===== src/hw/rtl/sukt_pkg.sv =====
// Shared constants and types for the sorted unique key table.
package sukt_pkg;

  // Store size and derived widths
  localparam int CAPACITY = 16;
  localparam int ADDR_W   = (CAPACITY > 1) ? $clog2(CAPACITY) : 1;
  localparam int CNT_W    = $clog2(CAPACITY + 1);

  // Field widths
  localparam int KIND_W   = 2;
  localparam int KEY_W    = 32;
  localparam int STATUS_W = 3;
  localparam int VALUE_W  = 32;
  localparam int COUNT_W  = 7;
  localparam int OUT_DATA_W = ((VALUE_W + COUNT_W + 7) / 8) * 8;

  // Operation codes
  typedef enum logic [KIND_W-1:0] {
    KIND_INSERT = 2'd0,
    KIND_DELETE = 2'd1,
    KIND_SEARCH = 2'd2,
    KIND_DUMP   = 2'd3
  } kind_t;

  // Result status codes
  typedef enum logic [STATUS_W-1:0] {
    ST_OK       = 3'd0,
    ST_DUP      = 3'd1,
    ST_NOTFOUND = 3'd2,
    ST_FULL     = 3'd3,
    ST_EMPTY    = 3'd4
  } status_t;

endpackage


===== src/hw/rtl/sorted_unique_key_table_core.sv =====
// Sorted unique key table: sequencer, key memory and output register.
// Search, delete and insert first scan the entries below the key (S_SCAN, S_CMP); then
// insert shifts each entry above it up (S_INS_RD, S_INS_WR) and delete shifts each
// entry after it down (S_DEL_RD, S_DEL_WR). Dump emits the stored keys in order.
// One item at a time: s_tready is high only in S_IDLE. The key memory has a registered read.
// Reset clears the key count, the state and m_tvalid; the key memory is not cleared.
module sorted_unique_key_table_core (
  input  logic                              clk,
  input  logic                              rst,
  input  logic                              s_tvalid,
  output logic                              s_tready,
  input  logic [sukt_pkg::KEY_W-1:0]        s_tdata,  // [31:0] key
  input  logic [sukt_pkg::KIND_W-1:0]       s_tuser,  // [1:0] kind
  output logic                              m_tvalid,
  input  logic                              m_tready,
  output logic [sukt_pkg::OUT_DATA_W-1:0]   m_tdata,  // [31:0] value, [38:32] count
  output logic [sukt_pkg::STATUS_W-1:0]     m_tuser,  // [2:0] status
  output logic                              m_tlast   // last result of the item
);
  import sukt_pkg::*;

  typedef enum logic [3:0] {
    S_IDLE,
    S_SCAN,
    S_CMP,
    S_DECIDE,
    S_INS_RD,
    S_INS_WR,
    S_INS_PUT,
    S_DEL_RD,
    S_DEL_WR,
    S_DUMP_RD,
    S_DUMP_OUT,
    S_EMIT
  } state_t;

  state_t               state;
  kind_t                op;
  logic [KEY_W-1:0]     key_reg;
  logic [CNT_W-1:0]     cnt;
  logic [CNT_W-1:0]     idx;
  logic [CNT_W-1:0]     pos;
  logic                 match;
  status_t              res_status;
  logic [VALUE_W-1:0]   res_value;

  // Key memory and its port controls
  logic [KEY_W-1:0]     mem [CAPACITY];
  logic [KEY_W-1:0]     rd_data;
  logic                 rd_en;
  logic [ADDR_W-1:0]    rd_addr;
  logic                 we;
  logic [ADDR_W-1:0]    wr_addr;
  logic [KEY_W-1:0]     wr_data;

  logic                 out_free;
  logic                 emit_now;
  logic [CNT_W-1:0]     idx_inc;
  logic [CNT_W-1:0]     idx_dec;
  logic                 dump_last;

  assign s_tready  = (state == S_IDLE);
  assign out_free  = !m_tvalid || m_tready;
  assign emit_now  = out_free && (state == S_EMIT || state == S_DUMP_OUT);
  assign idx_inc   = idx + CNT_W'(1);
  assign idx_dec   = idx - CNT_W'(1);
  assign dump_last = (idx_inc == cnt);

  // Drive memory port from the sequencer state
  always_comb begin
    rd_en   = 1'b0;
    rd_addr = idx[ADDR_W-1:0];
    we      = 1'b0;
    wr_addr = idx[ADDR_W-1:0];
    wr_data = rd_data;
    unique case (state)
      S_SCAN: begin
        rd_en = (idx != cnt);
      end
      S_INS_RD: begin
        rd_en   = (idx != pos);
        rd_addr = idx_dec[ADDR_W-1:0];
      end
      S_INS_WR: begin
        we = 1'b1;
      end
      S_INS_PUT: begin
        we      = 1'b1;
        wr_addr = pos[ADDR_W-1:0];
        wr_data = key_reg;
      end
      S_DEL_RD: begin
        rd_en   = (idx_inc != cnt);
        rd_addr = idx_inc[ADDR_W-1:0];
      end
      S_DEL_WR: begin
        we = 1'b1;
      end
      S_DUMP_RD: begin
        rd_en = 1'b1;
      end
      default: begin
      end
    endcase
  end

  // Hold keys; registered read
  always_ff @(posedge clk) begin
    if (we) begin
      mem[wr_addr] <= wr_data;
    end
    if (rd_en) begin
      rd_data <= mem[rd_addr];
    end
  end

  // Sequencer and output register
  always_ff @(posedge clk) begin
    if (rst) begin
      state    <= S_IDLE;
      cnt      <= '0;
      m_tvalid <= 1'b0;
    end else begin
      // Load or release the output register
      if (emit_now) begin
        m_tvalid <= 1'b1;
      end else if (m_tready) begin
        m_tvalid <= 1'b0;
      end
      unique case (state)
        S_IDLE: begin
          if (s_tvalid) begin
            op      <= kind_t'(s_tuser);
            key_reg <= s_tdata;
            idx     <= '0;
            if (kind_t'(s_tuser) != KIND_INSERT && cnt == '0) begin
              res_status <= ST_EMPTY;
              res_value  <= '0;
              state      <= S_EMIT;
            end else if (kind_t'(s_tuser) == KIND_DUMP) begin
              state <= S_DUMP_RD;
            end else begin
              state <= S_SCAN;
            end
          end
        end
        // Walk up to the first entry not below the key
        S_SCAN: begin
          if (idx == cnt) begin
            pos   <= idx;
            match <= 1'b0;
            state <= S_DECIDE;
          end else begin
            state <= S_CMP;
          end
        end
        S_CMP: begin
          if ($signed(rd_data) < $signed(key_reg)) begin
            idx   <= idx_inc;
            state <= S_SCAN;
          end else begin
            pos   <= idx;
            match <= (rd_data == key_reg);
            state <= S_DECIDE;
          end
        end
        S_DECIDE: begin
          res_value <= '0;
          case (op)
            KIND_INSERT: begin
              if (match) begin
                res_status <= ST_DUP;
                state      <= S_EMIT;
              end else if (cnt == CNT_W'(CAPACITY)) begin
                res_status <= ST_FULL;
                state      <= S_EMIT;
              end else begin
                idx   <= cnt;
                state <= S_INS_RD;
              end
            end
            KIND_DELETE: begin
              if (match) begin
                idx   <= pos;
                state <= S_DEL_RD;
              end else begin
                res_status <= ST_NOTFOUND;
                state      <= S_EMIT;
              end
            end
            KIND_SEARCH: begin
              if (match) begin
                res_status <= ST_OK;
                res_value  <= key_reg;
              end else begin
                res_status <= ST_NOTFOUND;
              end
              state <= S_EMIT;
            end
            default: begin
              state <= S_IDLE;
            end
          endcase
        end
        // Shift entries up to open the slot at pos
        S_INS_RD: begin
          state <= (idx == pos) ? S_INS_PUT : S_INS_WR;
        end
        S_INS_WR: begin
          idx   <= idx_dec;
          state <= S_INS_RD;
        end
        S_INS_PUT: begin
          cnt        <= cnt + CNT_W'(1);
          res_status <= ST_OK;
          state      <= S_EMIT;
        end
        // Shift entries down over the deleted slot
        S_DEL_RD: begin
          if (idx_inc == cnt) begin
            cnt        <= cnt - CNT_W'(1);
            res_status <= ST_OK;
            state      <= S_EMIT;
          end else begin
            state <= S_DEL_WR;
          end
        end
        S_DEL_WR: begin
          idx   <= idx_inc;
          state <= S_DEL_RD;
        end
        // Emit stored keys in order
        S_DUMP_RD: begin
          state <= S_DUMP_OUT;
        end
        S_DUMP_OUT: begin
          if (out_free) begin
            m_tdata  <= {(OUT_DATA_W - VALUE_W - COUNT_W)'(0), COUNT_W'(cnt), rd_data};
            m_tuser  <= ST_OK;
            m_tlast  <= dump_last;
            idx      <= idx_inc;
            state    <= dump_last ? S_IDLE : S_DUMP_RD;
          end
        end
        S_EMIT: begin
          if (out_free) begin
            m_tdata  <= {(OUT_DATA_W - VALUE_W - COUNT_W)'(0), COUNT_W'(cnt), res_value};
            m_tuser  <= res_status;
            m_tlast  <= 1'b1;
            state    <= S_IDLE;
          end
        end
        default: begin
          state <= S_IDLE;
        end
      endcase
    end
  end

  // Checks
  a_cnt_bound: assert property (@(posedge clk) disable iff (rst)
    cnt <= CNT_W'(CAPACITY))
    else $error("key count above capacity");

  a_nonok_zero: assert property (@(posedge clk) disable iff (rst)
    m_tvalid && m_tuser != ST_OK |-> m_tdata[VALUE_W-1:0] == '0)
    else $error("non-ok result carries a value");

  a_nonok_last: assert property (@(posedge clk) disable iff (rst)
    m_tvalid && m_tuser != ST_OK |-> m_tlast)
    else $error("non-ok result not marked last");

  a_busy_after_accept: assert property (@(posedge clk) disable iff (rst)
    s_tvalid && s_tready |=> !s_tready)
    else $error("ready held after accepting an item");

endmodule

===== config.mk =====
export PLATFORM = sky130hd
export DESIGN_NAME = sorted_unique_key_table_core
export DESIGN_NICKNAME = d
export VERILOG_FILES = /design/src/hw/rtl/sukt_pkg.sv /design/src/hw/rtl/sorted_unique_key_table_core.sv
export SDC_FILE = /design/constraint.sdc
export NUM_CORES = 1
export LEC_CHECK = 0
export BUFFER_PORTS_ARGS = -buffer_cell sky130_fd_sc_hd__buf_2
export CORE_UTILIZATION = 50
export CTS_CLUSTER_SIZE = 12
export DETAILED_ROUTE_END_ITERATION = 10
export HOLD_SLACK_MARGIN = 0.12
export PLACE_DENSITY = 0.75
export SYNTH_ARGS = -nofsm -noshare
export SYNTH_HDL_FRONTEND = slang
export SYNTH_SLANG_ARGS = --single-unit

===== constraint.sdc =====
create_clock -name clk -period 5.8 [get_ports clk]
set_input_delay 1.45 -clock clk [delete_from_list [all_inputs] [get_ports clk]]
set_output_delay 1.45 -clock clk [all_outputs]
set_load 0.02 [all_outputs]

==> results of run 1 <==
## worst max-delay path, stage by stage, from the launching register on
cell and delay [ps]:
sky130_fd_sc_hd__dfxtp_1 630, sky130_fd_sc_hd__nand4b_2 350, sky130_fd_sc_hd__inv_2 170, sky130_fd_sc_hd__ha_1 210, sky130_fd_sc_hd__o21ai_0 140, sky130_fd_sc_hd__o211a_4 780, sky130_fd_sc_hd__buf_4 680, sky130_fd_sc_hd__mux2i_1 280
sky130_fd_sc_hd__o211ai_1 120, sky130_fd_sc_hd__mux2i_1 190, sky130_fd_sc_hd__mux2i_1 100
## routing by layer
layer  vias to the layer above  track usage  wire [um]
li1                       7626            -          -
met2                       857        0.378      32600
met1                      8506        0.306      26500
met4                         0       0.0934       2100
met3                       132       0.0295       5490
met5                         -            0          0
## logic make-up (layout without fill, tap and decap cells)
| logic type | after synthesis | after routing |
|---|---|---|
| flip-flops | 675 | 675 |
| multiplexers | 264 | 264 |
| XOR/XNOR | 24 | 24 |
| AND/OR/NAND/NOR | 456 | 456 |
| buffers and inverters | 194 | 293 |
| other | 1 | 3 |
| adder cells (fa/ha/maj) | 43 | 43 |
| AO/OA/AOI/OAI | 273 | 273 |
## power by group
| group | switching (uW) | internal (uW) | total [uW] |
|---|---|---|---|
| logic | 4210 | 2260 | 6470 |
| clock network | 1710 | 2170 | 3880 |
| registers | 363 | 6640 | 7000 |
## through the flow
step	hold WS (ps)	setup slack [ps]	instances
2_1_floorplan	406	806	1932
3_3_place_gp	515	2050	2697
3_5_place_dp	534	1860	2697
4_1_cts	549	1870	2787
5_1_grt	552	1550	2787
6_report	547	1780	2787
## synth_stat cells (all sizes together), types with 2 or more instances
cell / n
or4b: 2
buf: 61
inv: 55
and2: 2
dfxtp: 10
a31o: 2
nor2b: 5
nand4: 7
a21oi: 34
o21a: 3
o21bai: 3
a21boi: 5
ha: 42
clkbuf: 78
nor3: 40
a21o: 6
xor2: 8
mux2: 32
o31a: 2
a31oi: 5
o21ai: 48
o22ai: 2
a22oi: 4
a221oi: 4
a211oi: 4
nand2: 61
o211ai: 132
mux2i: 232
xnor2: 16
o32a: 2
a211o: 2
nand2b: 4
and3: 5
a32oi: 3
nor2: 48
edfxtp: 665
o221ai: 3
nand3: 273
## final timing paths
check,from,to,cells past startpoint
max,state[3]$_SDFFE_PP0P_,rd_data[26]$_DFFE_PP_,10
min,res_value[3]$_SDFFCE_PN0P_,m_tdata[3]$_DFFE_PP_,1
max reg2reg,state[3]$_SDFFE_PP0P_,rd_data[26]$_DFFE_PP_,10
min reg2reg,res_value[3]$_SDFFCE_PN0P_,m_tdata[3]$_DFFE_PP_,1
## area by class of cell
cell class                 count  area (sq um)  area share
sequential                   675         20200       0.632
multi-input combinational   1063          7770       0.243
tap                          756           946      0.0297
inverter                      55           206     0.00647
timing repair buffer         148           948      0.0297
clock inverter                 9          72.6     0.00227
clock buffer                  81          1790      0.0562
==> results.md, run 1 <==
- The routability congestion estimate is 0.956.
- The post-route setup TNS is 0 ps.
- Setup repair after global routing left no endpoint under its margin.
- The total of max-cap violations is 0.
- The via count of the first global-routing pass is 16,300.
- For the finished layout, the period the worst path requires is 4020 ps.
- The first-pass GRT wire length is 98,500 um.
- The launching element type of the critical path is a flip-flop.
- The register with the most flip-flops is mem.
- Before antenna repair, the detailed router went through 6 iterations.
- The placed wire-length estimate is 37,300 um.
- Leaving out fill and tap cells, the most frequent cell in the layout is sky130_fd_sc_hd__edfxtp_1.
- The Yosys warning count is 0.
- The detailed router placed 17,100 vias in this run.
- The worst clock skew is 16.6 ps.
- The design draws 17,400 uW.
- The floorplan core area is 56,500 sq um.
- The number of distinct library cell variants in the gate-level netlist after synthesis is 71.
- The top cell type's share of synthesized area is 0.697.
- After synthesis the cells add up to 28,700 sq um.
- Based on the critical path, the design can be clocked at up to 0.249 GHz.
- Setup violations remaining at the end of the flow were counted as 0.
- Of all nets on the critical path, the largest fanout is 49.
- Clock-pin slew was measured on the worst setup and hold paths at 70 ps.
- By area, the combinational part of the netlist is dominated by multiplexers.
- The maximum vdd ir drop is 0.000458 V.
- STA puts the critical path data required time at 6110 ps.
- The insertion delay to the later sink of the worst-skew pair is 610 ps.
- The routed wire length per instance is 23.9 um.
- Among all flip-flop cells after synthesis, the most frequent one is sky130_fd_sc_hd__edfxtp_1.
- The final number of max-transition violations came to 0.
- Counting the fill cells in the layout gives 4,282.
- The maximum number of pins on one net before global-route repair is 163.
- In the final layout, the share of cells above drive strength 1 is 0.143.
- STA classifies the critical path endpoint as a flip-flop.
- The count of standard-cell rows is 87.
- In the synthesized netlist the async set-or-reset flop fraction comes to 0.
- Post-CTS repair changed the size of 0 cells.
- Dividing the detail-routed via count by the number of cells gives 6.14.
- The full die area is 58,300 sq um.
- The count of hold-fix buffers inserted at cts is 0.
- Dividing the final minimum period by the clock period gives 0.694.
- The placed cell area is 30,000 sq um.
- The number of cells produced by synthesis is 1,930.
- The total global routing track utilization is 0.228.
- The TritonCTS buffer count is 67.
- In this run the number of H-tree levels came out at 3.
- Buffers added to address setup during post-CTS repair amount to 0.
- The width of the die is 241 um.
- The run finished with clean final reports.
- The type of the worst min-delay path is flip-flop to flip-flop.
- The largest registers in the layout are mem: 512 flops, m_tdata: 37 flops.
- The total overflow reported by the global router is 0.
- TritonCTS built the clock tree.
- The count of flip-flops with a built-in enable after synthesis is 665.
- The post-synthesis share of cell area spent on full adders, half adders and majority gates is 0.0190.
- The parity-gate share of the synthesized area counting xor and xnor cells is 0.00825.
- After synthesis, the cell types taking the most area are sky130_fd_sc_hd__edfxtp_1 70%, sky130_fd_sc_hd__mux2i_1 8.1%, sky130_fd_sc_hd__nand3_1 4.7%.
- The hold violation total from the final report was 0.
- In the routed design, unresolved DRC markers number 0.
- Once detail routing completed, the nets flagged for antenna violations numbered 0.
- The number of sinks driven by the clock tree is 675.
- The synthesized-area fraction occupied by ao, oa, aoi and oai cells is 0.0661.
- In this run the tightest slew margin relative to its limit is 0.207.
- The final net count is 2,091.
- The final core area utilization is 0.565.
- Of the synthesized area, sequential elements account for 0.704.
- The synthesized design contains 675 register bits.
- The number of DRC markers in iteration 0 is 1,654.
- The largest area contributor in the netlist is sky130_fd_sc_hd__edfxtp_1.
- Buffers placed on the I/O ports in this run total 80.
- The pin slew with the least headroom to its limit is 1190 ps.
- The antenna diode count is 0.
- Each instance of the synthesized netlist takes up on average 14.9 sq um.
- The tree is rooted in a sky130_fd_sc_hd__clkbuf_16.
- The simple-gate portion of the synthesized area is 0.0774.
- Measured against the total synthesized area, the mux share comes to 0.0936.
- Compared with the post-synthesis result, the final layout area differs by 11.3%.
- The library cells used most frequently in the layout, excluding fill and tap cells, are 665 x sky130_fd_sc_hd__edfxtp_1, 270 x sky130_fd_sc_hd__nand3_1, 232 x sky130_fd_sc_hd__mux2i_1.
- By startpoint and endpoint, the worst setup path is classified as flip-flop to flip-flop.
- Summed over all layers, the routed wires come to 66,700 um.
- For this design the ratio of total power to cell area is 544 nW/um^2.
- For this design the static power due to leakage is 0.0111 uW.
- For this configuration, the core starts out at a cell density of 0.507.
- The flip-flop count of the largest register after layout is 512.
- The longest clock path from root to sink contains 3 buffers.
- The number of antenna violations at the first check in global routing came to 0.
- The number of primary I/O pins is 84.
- Setup slack on the worst reg-to-reg path comes out at 1780 ps.
- The area of all placed cells without fillers is 31,900 sq um.
- The die extent in y is 241 um.
- The arrival time at the worst endpoint is 4330 ps.
Power figures use the tool's default switching activity.
==> run 2: changes to the inputs <==
==> constraint.sdc (replaced) <==
create_clock -name clk -period 3.8 [get_ports clk]
set_input_delay 0.95 -clock clk [delete_from_list [all_inputs] [get_ports clk]]
set_output_delay 0.95 -clock clk [all_outputs]
set_load 0.02 [all_outputs]
==> run 2 against run 1 <==
Combinational power up 64%. Maximum frequency up 15%. Clock power up 59%. Setup slack worse by 1500 ps. Sequential cell count unchanged. Critical endpoint is now rd_data[14]$_DFFE_PP_.
==> results.md, run 2 (same netlist as run 1, synthesis figures left out) <==
- The run finished with clean final reports.
- The final critical-path required period is 3510 ps (-512 ps).
- The launching element type of the critical path is a flip-flop.
- The number of DRC markers in iteration 0 came to 1,859 (+12%).
- The floorplan core area is 56,500 sq um (unchanged).
- The depth of the CTS H-tree is 3 (unchanged).
- The full die area is 58,300 sq um (unchanged).
- The maximum number of buffers from clock root to sink is 3 (unchanged).
- The total of max-cap violations came to 0 (unchanged).
- The number of buffers inserted by post-CTS setup repair is 0 (unchanged).
- The type of the worst min-delay path is flip-flop to flip-flop.
- The routability congestion estimate was 0.936 (-2.1%).
- The width of the die came to 241 um (unchanged).
- The library cells used most frequently in the layout, excluding fill and tap cells, are 665 x sky130_fd_sc_hd__edfxtp_1, 270 x sky130_fd_sc_hd__nand3_1, 232 x sky130_fd_sc_hd__mux2i_1.
- The clock-pin slew reported for the worst setup and hold paths after clock tree synthesis is 60 ps (about the same).
- The number of primary I/O pins is 84 (unchanged).
- The number of remaining DRC errors came to 0 (unchanged).
- The met1 demand-to-capacity share in global routing is 0.302 (-0.00415).
- The final worst hold slack was 517 ps (-29.7 ps).
- The type of the setup path with the least slack is flip-flop to flip-flop.
- The number of sinks driven by the clock tree is 675 (unchanged).
- The total power per unit cell area is 839 nW/um^2 (+54%).
- The via count was 17,300 (+0.93%).
- The filler-free cell count of the finished design is 2,841 (+1.9%).
- The area of all placed cells without fillers is 32,600 sq um (+2.2%).
- The arrival time at the worst endpoint is 3880 ps (-450 ps).
- The maximum number of pins on one net before global-route repair was 89 (-45%).
- Setup repair after global routing left no endpoint under its margin.
- The share of cells above drive strength 1 was 0.161 (+0.0184).
- The most congested layer reported by global routing is met2.
- The insertion delay to the later sink of the worst-skew pair is 600 ps (about the same).
- The library cell used most frequently in the layout, excluding fill and tap cells, is sky130_fd_sc_hd__edfxtp_1.
- The top achievable clock speed came to 0.285 GHz (+15%).
- The register with the most flip-flops is mem.
- The count of final setup violators is 0 (unchanged).
- The number of buffer cells added on primary ports is 80 (unchanged).
- The routed wire length per instance was 23.8 um (-0.50%).
- The via count normalized by instance count is 6.08 (-0.99%).
- The leakage power figure is 0.0114 uW (+3.1%).
- The TritonCTS buffer count is 69 (+3.0%).
- The post-synthesis to final-layout area growth is 13.7%.
- The TritonCTS clock tree is done.
- The pin slew with the least headroom to its limit came to 993 ps (-196 ps).
- The total of fill cells in the finished design is 4,196 (-2.0%).
- The total global routing track utilization is 0.234 (+0.00597).
- The maximum fanout encountered on the critical timing path is 65 (+33%).
- The flip-flop count of the largest register after layout is 512 (unchanged).
- The largest registers in the layout are mem: 512 flops, m_tdata: 37 flops.
- The count of standard-cell rows is 87 (unchanged).
- The worst relative slew slack came to 0.338 (+0.131).
- The cell sitting at the root of the clock tree is a sky130_fd_sc_hd__clkbuf_16.
- The worst clock skew came to 11.0 ps (-5.57 ps).
- The global-route track usage on met3 is 0.0407 (+0.0112).
- The antenna diode count is 0 (unchanged).
- The number of optimization iterations in the first detailed-route pass is 5 (-1).
- The starting density of the core was 0.507 (unchanged).
- The post-route setup TNS was 0 ps (unchanged).
- The required arrival time at the worst endpoint was 4160 ps (-1950 ps).
- The first-pass GRT wire length is 101,000 um (+2.1%).
- The number of cells in the design after placement is 2,736 (+1.4%).
- The die extent in y is 241 um (unchanged).
- The via count of the first global-routing pass is 17,000 (+4.0%).
- The number of antenna violations at the first check in global routing is 0 (unchanged).
- The placed wire-length estimate came to 39,500 um (+5.9%).
- The total overflow reported by the global router is 0 (unchanged).
- The ratio of final minimum period to clock period was 0.924 (+0.230).
- The number of nets with antenna violations after routing is 0 (unchanged).
- The placed cell area is 30,600 sq um (+1.9%).
- The final number of max-transition violations is 0 (unchanged).
- The maximum vdd ir drop is 0.000612 V (+33%).
- The kind of end point of the critical path is a flip-flop.
- The hold violation total from the final report is 0 (unchanged).
- The met2 usage in global routing came to 0.389 (+0.0111).
- The final net count was 2,132 (+2.0%).
- The post-detailed-routing wire length was 67,600 um (+1.4%).
-- run 2: cell types whose count changed in the layout (fill, tap and decap cells not counted), sizes merged --
cell / before / now
buf: 148 / 187
clkbuf: 81 / 89
clkinv: 6 / 11
bufinv: 0 / 1
clkinvlp: 0 / 1
-- run 2: metrics by stage --
step,total power (uW),worst slack (ps),util
finish,27400,289,0.577
global route,28700,56.5,0.577
CTS,27300,280,0.577
detailed placement,21200,321,0.542
global placement,20800,413,0.542
floorplan,17900,9.45,-
-- run 2: final cells by class --
class | instances | area, sq um | share of cell area
Clock buffer | 89 | 1890 | 0.0579
Sequential cell | 675 | 20200 | 0.619
Multi-Input combinational cell | 1063 | 7770 | 0.238
Inverter | 55 | 206 | 0.00633
Clock inverter | 16 | 120 | 0.00368
Timing Repair Buffer | 187 | 1500 | 0.0461
Tap cell | 756 | 946 | 0.0290
-- run 2: path summary, 6_finish.rpt --
check                           cells past startpoint               endpoint                   from  slack, ps
worst min-delay path                                2  m_tvalid$_SDFFE_PP0P_  m_tvalid$_SDFFE_PP0P_        520
worst max-delay path                               11  rd_data[14]$_DFFE_PP_  state[2]$_SDFFE_PP0P_        290
worst max register to register                     11  rd_data[14]$_DFFE_PP_  state[2]$_SDFFE_PP0P_        290
worst min register to register                      2  m_tvalid$_SDFFE_PP0P_  m_tvalid$_SDFFE_PP0P_        520
-- run 2: power breakdown --
group	switching [uW]	total [uW]	internal [uW]	leakage [uW]
sequential	471	10600	10100	0.00611
combinational	6680	10600	3910	0.00435
clock	2630	6170	3540	0.000976
total	9780	27400	17600	0.0114
-- run 2: critical path, stage by stage (launching register included) --
cell                       delay [ps]
sky130_fd_sc_hd__dfxtp_1          680
sky130_fd_sc_hd__nand4b_2         380
sky130_fd_sc_hd__inv_2            320
sky130_fd_sc_hd__ha_1             200
sky130_fd_sc_hd__o21ai_0          140
sky130_fd_sc_hd__o211ai_1         200
sky130_fd_sc_hd__buf_12           360
sky130_fd_sc_hd__buf_12           280
sky130_fd_sc_hd__nand3_1          110
sky130_fd_sc_hd__o211ai_1         110
sky130_fd_sc_hd__mux2i_1          100
sky130_fd_sc_hd__mux2i_1          370
-- run 2: what timing repair did --
action | in CTS | in global routing
endpoints found under the setup margin | 0 | 1
gates resized for setup | 0 | 1
hold buffers | 0 | 0
-- run 2: per-layer routing --
| layer | vias up | share of wire |
|---|---|---|
| met5 | - | 0 |
| met3 | 142 | 0.084 |
| met1 | 8630 | 0.39 |
| met2 | 806 | 0.48 |
| li1 | 7702 | - |
| met4 | 0 | 0.038 |
==> run 3: changes to the inputs <==
--- a/config.mk
+++ b/config.mk
@@ -11,6 +11,7 @@
 export DETAILED_ROUTE_END_ITERATION = 10
 export HOLD_SLACK_MARGIN = 0.12
 export PLACE_DENSITY = 0.75
+export RECOVER_POWER = 50
 export SYNTH_ARGS = -nofsm -noshare
 export SYNTH_HDL_FRONTEND = slang
 export SYNTH_SLANG_ARGS = --single-unit
==> run 3 against run 2 <==
The run now ends with max-capacitance violations, max-slew violations left. Die area unchanged. Cell count unchanged. Count of clock-buffer cells in the layout unchanged. Via count decreased by 0.53%. Total power decreased by 0.61%. Clock power about the same. Utilization decreased by 0.42 points. Sequential cell count unchanged. Sequential share of layout area increased by 0.46 points. Clock skew increased by 2.1 ps. First-iteration DRC count decreased by 3.0%. Routed wire length increased by 0.13%. Largest cell class unchanged. Largest power group unchanged. Highest routed layer unchanged.
==> results.md, run 3 (same netlist as run 1, synthesis figures left out) <==
- The number of antenna violations at the first check in global routing is 0 (unchanged).
- The routed wire length per instance is 23.8 um (+0.13%).
- The ratio of final minimum period to clock period is 0.960 (+0.0363).
- The number of remaining DRC errors was 0 (unchanged).
- The antenna diode count is 0 (unchanged).
- The total of fill cells in the finished design is 4,270 (+1.8%).
- The number of sinks driven by the clock tree is 675 (unchanged).
- The final critical-path required period is 3650 ps (+138 ps).
- The pre-CTS worst setup slack is 321 ps (unchanged).
- The number of DRC markers in iteration 0 came to 1,804 (-3.0%).
- The placed wire-length estimate is 39,500 um (unchanged).
- The post-route setup TNS is 0 ps (unchanged).
- The maximum number of buffers from clock root to sink is 3 (unchanged).
- The number of buffers inserted by post-CTS setup repair is 0 (unchanged).
- The hold violation total from the final report was 0 (unchanged).
- The post-detailed-routing wire length was 67,700 um (+0.13%).
- The final number of max-transition violations is 69 (+69).
- The via count of the first global-routing pass is 17,000 (unchanged).
- The total global routing track utilization is 0.234 (unchanged).
- The leakage power figure is 0.0111 uW (-2.5%).
- The die extent in y came to 241 um (unchanged).
- The width of the die is 241 um (unchanged).
- The count of final setup violators is 0 (unchanged).
- The worst clock skew was 13.1 ps (+2.11 ps).
- The total of max-cap violations is 2 (+2).
- The number of optimization iterations in the first detailed-route pass is 6 (+1).
- The least setup slack across all paths after layout is 151 ps (-138 ps).
- The count of standard-cell rows came to 87 (unchanged).
- The type of the worst min-delay path is flip-flop to flip-flop.
- The final net count is 2,132 (unchanged).
- The starting density of the core came to 0.507 (unchanged).
- The arrival time at the worst endpoint is 4000 ps (+120 ps).
- Setup repair after global routing left no endpoint under its margin.
- The full die area is 58,300 sq um (unchanged).
- The via count came to 17,200 (-0.53%).
- The maximum number of pins on one net before global-route repair is 89 (unchanged).
- The area growth from synthesis to layout is 12.9%.
- The maximum fanout encountered on the critical timing path is 28 (-57%).
- The worst setup path is launched from a flip-flop.
- The register area was 20,200 sq um (unchanged).
- In the final layout, the registers with the most flip-flops are mem: 512 flops, m_tdata: 37 flops.
- The count of hold-fix buffers inserted at cts was 0 (unchanged).
- Walking the worst path, the cells encountered are clkbuf_1 -> nand3_1 -> clkbuf_1 -> nor2_1 -> a32oi_1 -> nor2_4 -> buf_12.
- The top achievable clock speed is 0.274 GHz (-3.8%).
- The kind of end point of the critical path is a flip-flop.
- The cell at the root of the clock tree is sky130_fd_sc_hd__clkbuf_16.
- The number of nets with antenna violations after routing was 0 (unchanged).
- The number of gates resized after cts is 0 (unchanged).
- The flow ran to the end, but the final reports show violations.
- The via count normalized by instance count is 6.05 (-0.53%).
- The total overflow reported by the global router is 0 (unchanged).
- By startpoint and endpoint, the worst setup path is classified as flip-flop to flip-flop.
- The routability congestion estimate is 0.936 (unchanged).
- The worst-path cell with the longest stage delay is sky130_fd_sc_hd__clkbuf_1.
- The floorplan core area is 56,500 sq um (unchanged).
- The depth of the CTS H-tree is 3 (unchanged).
- In the layout the commonest cells are 665 x sky130_fd_sc_hd__edfxtp_1, 272 x sky130_fd_sc_hd__nand3_1, 232 x sky130_fd_sc_hd__mux2i_1.
- The clock-pin slew reported for the worst setup and hold paths after clock tree synthesis is 60 ps (about the same).
- The worst relative slew slack is -0.322 (-0.660).
- The insertion delay to the later sink of the worst-skew pair is 610 ps (about the same).
- The required arrival time at the worst endpoint came to 4150 ps (about the same).
- The cell that appears most often on the critical path is sky130_fd_sc_hd__clkbuf_1.
- The first-pass GRT wire length is 101,000 um (unchanged).
- The TritonCTS clock tree is done.
- The area taken by multi-input logic gates is 7750 sq um (-0.29%).
- The total power per unit cell area is 840 nW/um^2 (+0.12%).
- The number of buffer cells added on primary ports came to 80 (unchanged).
- The flip-flop count of the largest register after layout is 512 (unchanged).
- The maximum vdd ir drop is 0.000609 V (-0.38%).
- The register with the most flip-flops is mem.
- Leaving out fill and tap cells, the most frequent cell in the layout is sky130_fd_sc_hd__edfxtp_1.
- The share of cells above drive strength 1 came to 0.116 (-0.0456).
- The pin slew with the least headroom to its limit is 1980 ps (+989 ps).
- The delay of the slowest critical-path stage was 910 ps (+230 ps).
- The number of primary I/O pins is 84 (unchanged).
- The final reports fail on max-capacitance violations, max-slew violations.
- The TritonCTS buffer count is 69 (unchanged).
run 3: changes by cell type in the layout (fill, tap and decap cells not counted), sizes merged:
cell    previous run  this run
buf              187        97
clkbuf            89       179
run 3: stage by stage:
stage               hold WS, ps  instance area (sq um)  std cells  utilization  total power (uW)
detailed placement          507                  30600       2736        0.542             21200
CTS                         499                  32600       2841        0.577             27300
global route                511                  32400       2841        0.573             28500
finish                      520                  32400       2841        0.573             27200
global placement            503                  30600       2736        0.542             20800
floorplan                   406                  28700       1932            -             17900
run 3: worst paths after layout:
path	start	to	slack, ps	cells past startpoint
worst min-delay path	m_tvalid$_SDFFE_PP0P_	m_tvalid$_SDFFE_PP0P_	520	2
worst min register to register	m_tvalid$_SDFFE_PP0P_	m_tvalid$_SDFFE_PP0P_	520	2
worst max register to register	state[1]$_SDFFE_PP0P_	mem[1][19]$_DFFE_PP_	150	7
worst max-delay path	state[1]$_SDFFE_PP0P_	mem[1][19]$_DFFE_PP_	150	7
run 3: routing by layer:
layer,track usage,vias up,part of all wire
met2,0.389,793,0.48
li1,-,7701,-
met4,0.106,0,0.038
met3,0.0407,145,0.083
met5,0,-,0
met1,0.302,8549,0.39
run 3: area by class of cell:
type                            count  area share
Sequential cell                   675       0.623
Clock buffer                       89      0.0583
Clock inverter                     16     0.00371
Timing Repair Buffer              187      0.0398
Tap cell                          756      0.0292
Inverter                           55     0.00638
Multi-Input combinational cell   1063       0.239
run 3: worst max-delay path: cells and delay by family (launching register included):
| family | cells | cell delay, ps |
|---|---|---|
| AOI/OAI and AO/OA | 1 | 810 |
| buffers and inverters | 3 | 1490 |
| DFF | 1 | 360 |
| and+or+nand+nor | 3 | 730 |
run 3: report_power, final:
group	total (uW)	switching (uW)	leakage, uW	internal, uW
sequential	10600	471	0.00611	10200
clock	6180	2640	0.000976	3540
combinational	10400	6660	0.00406	3720
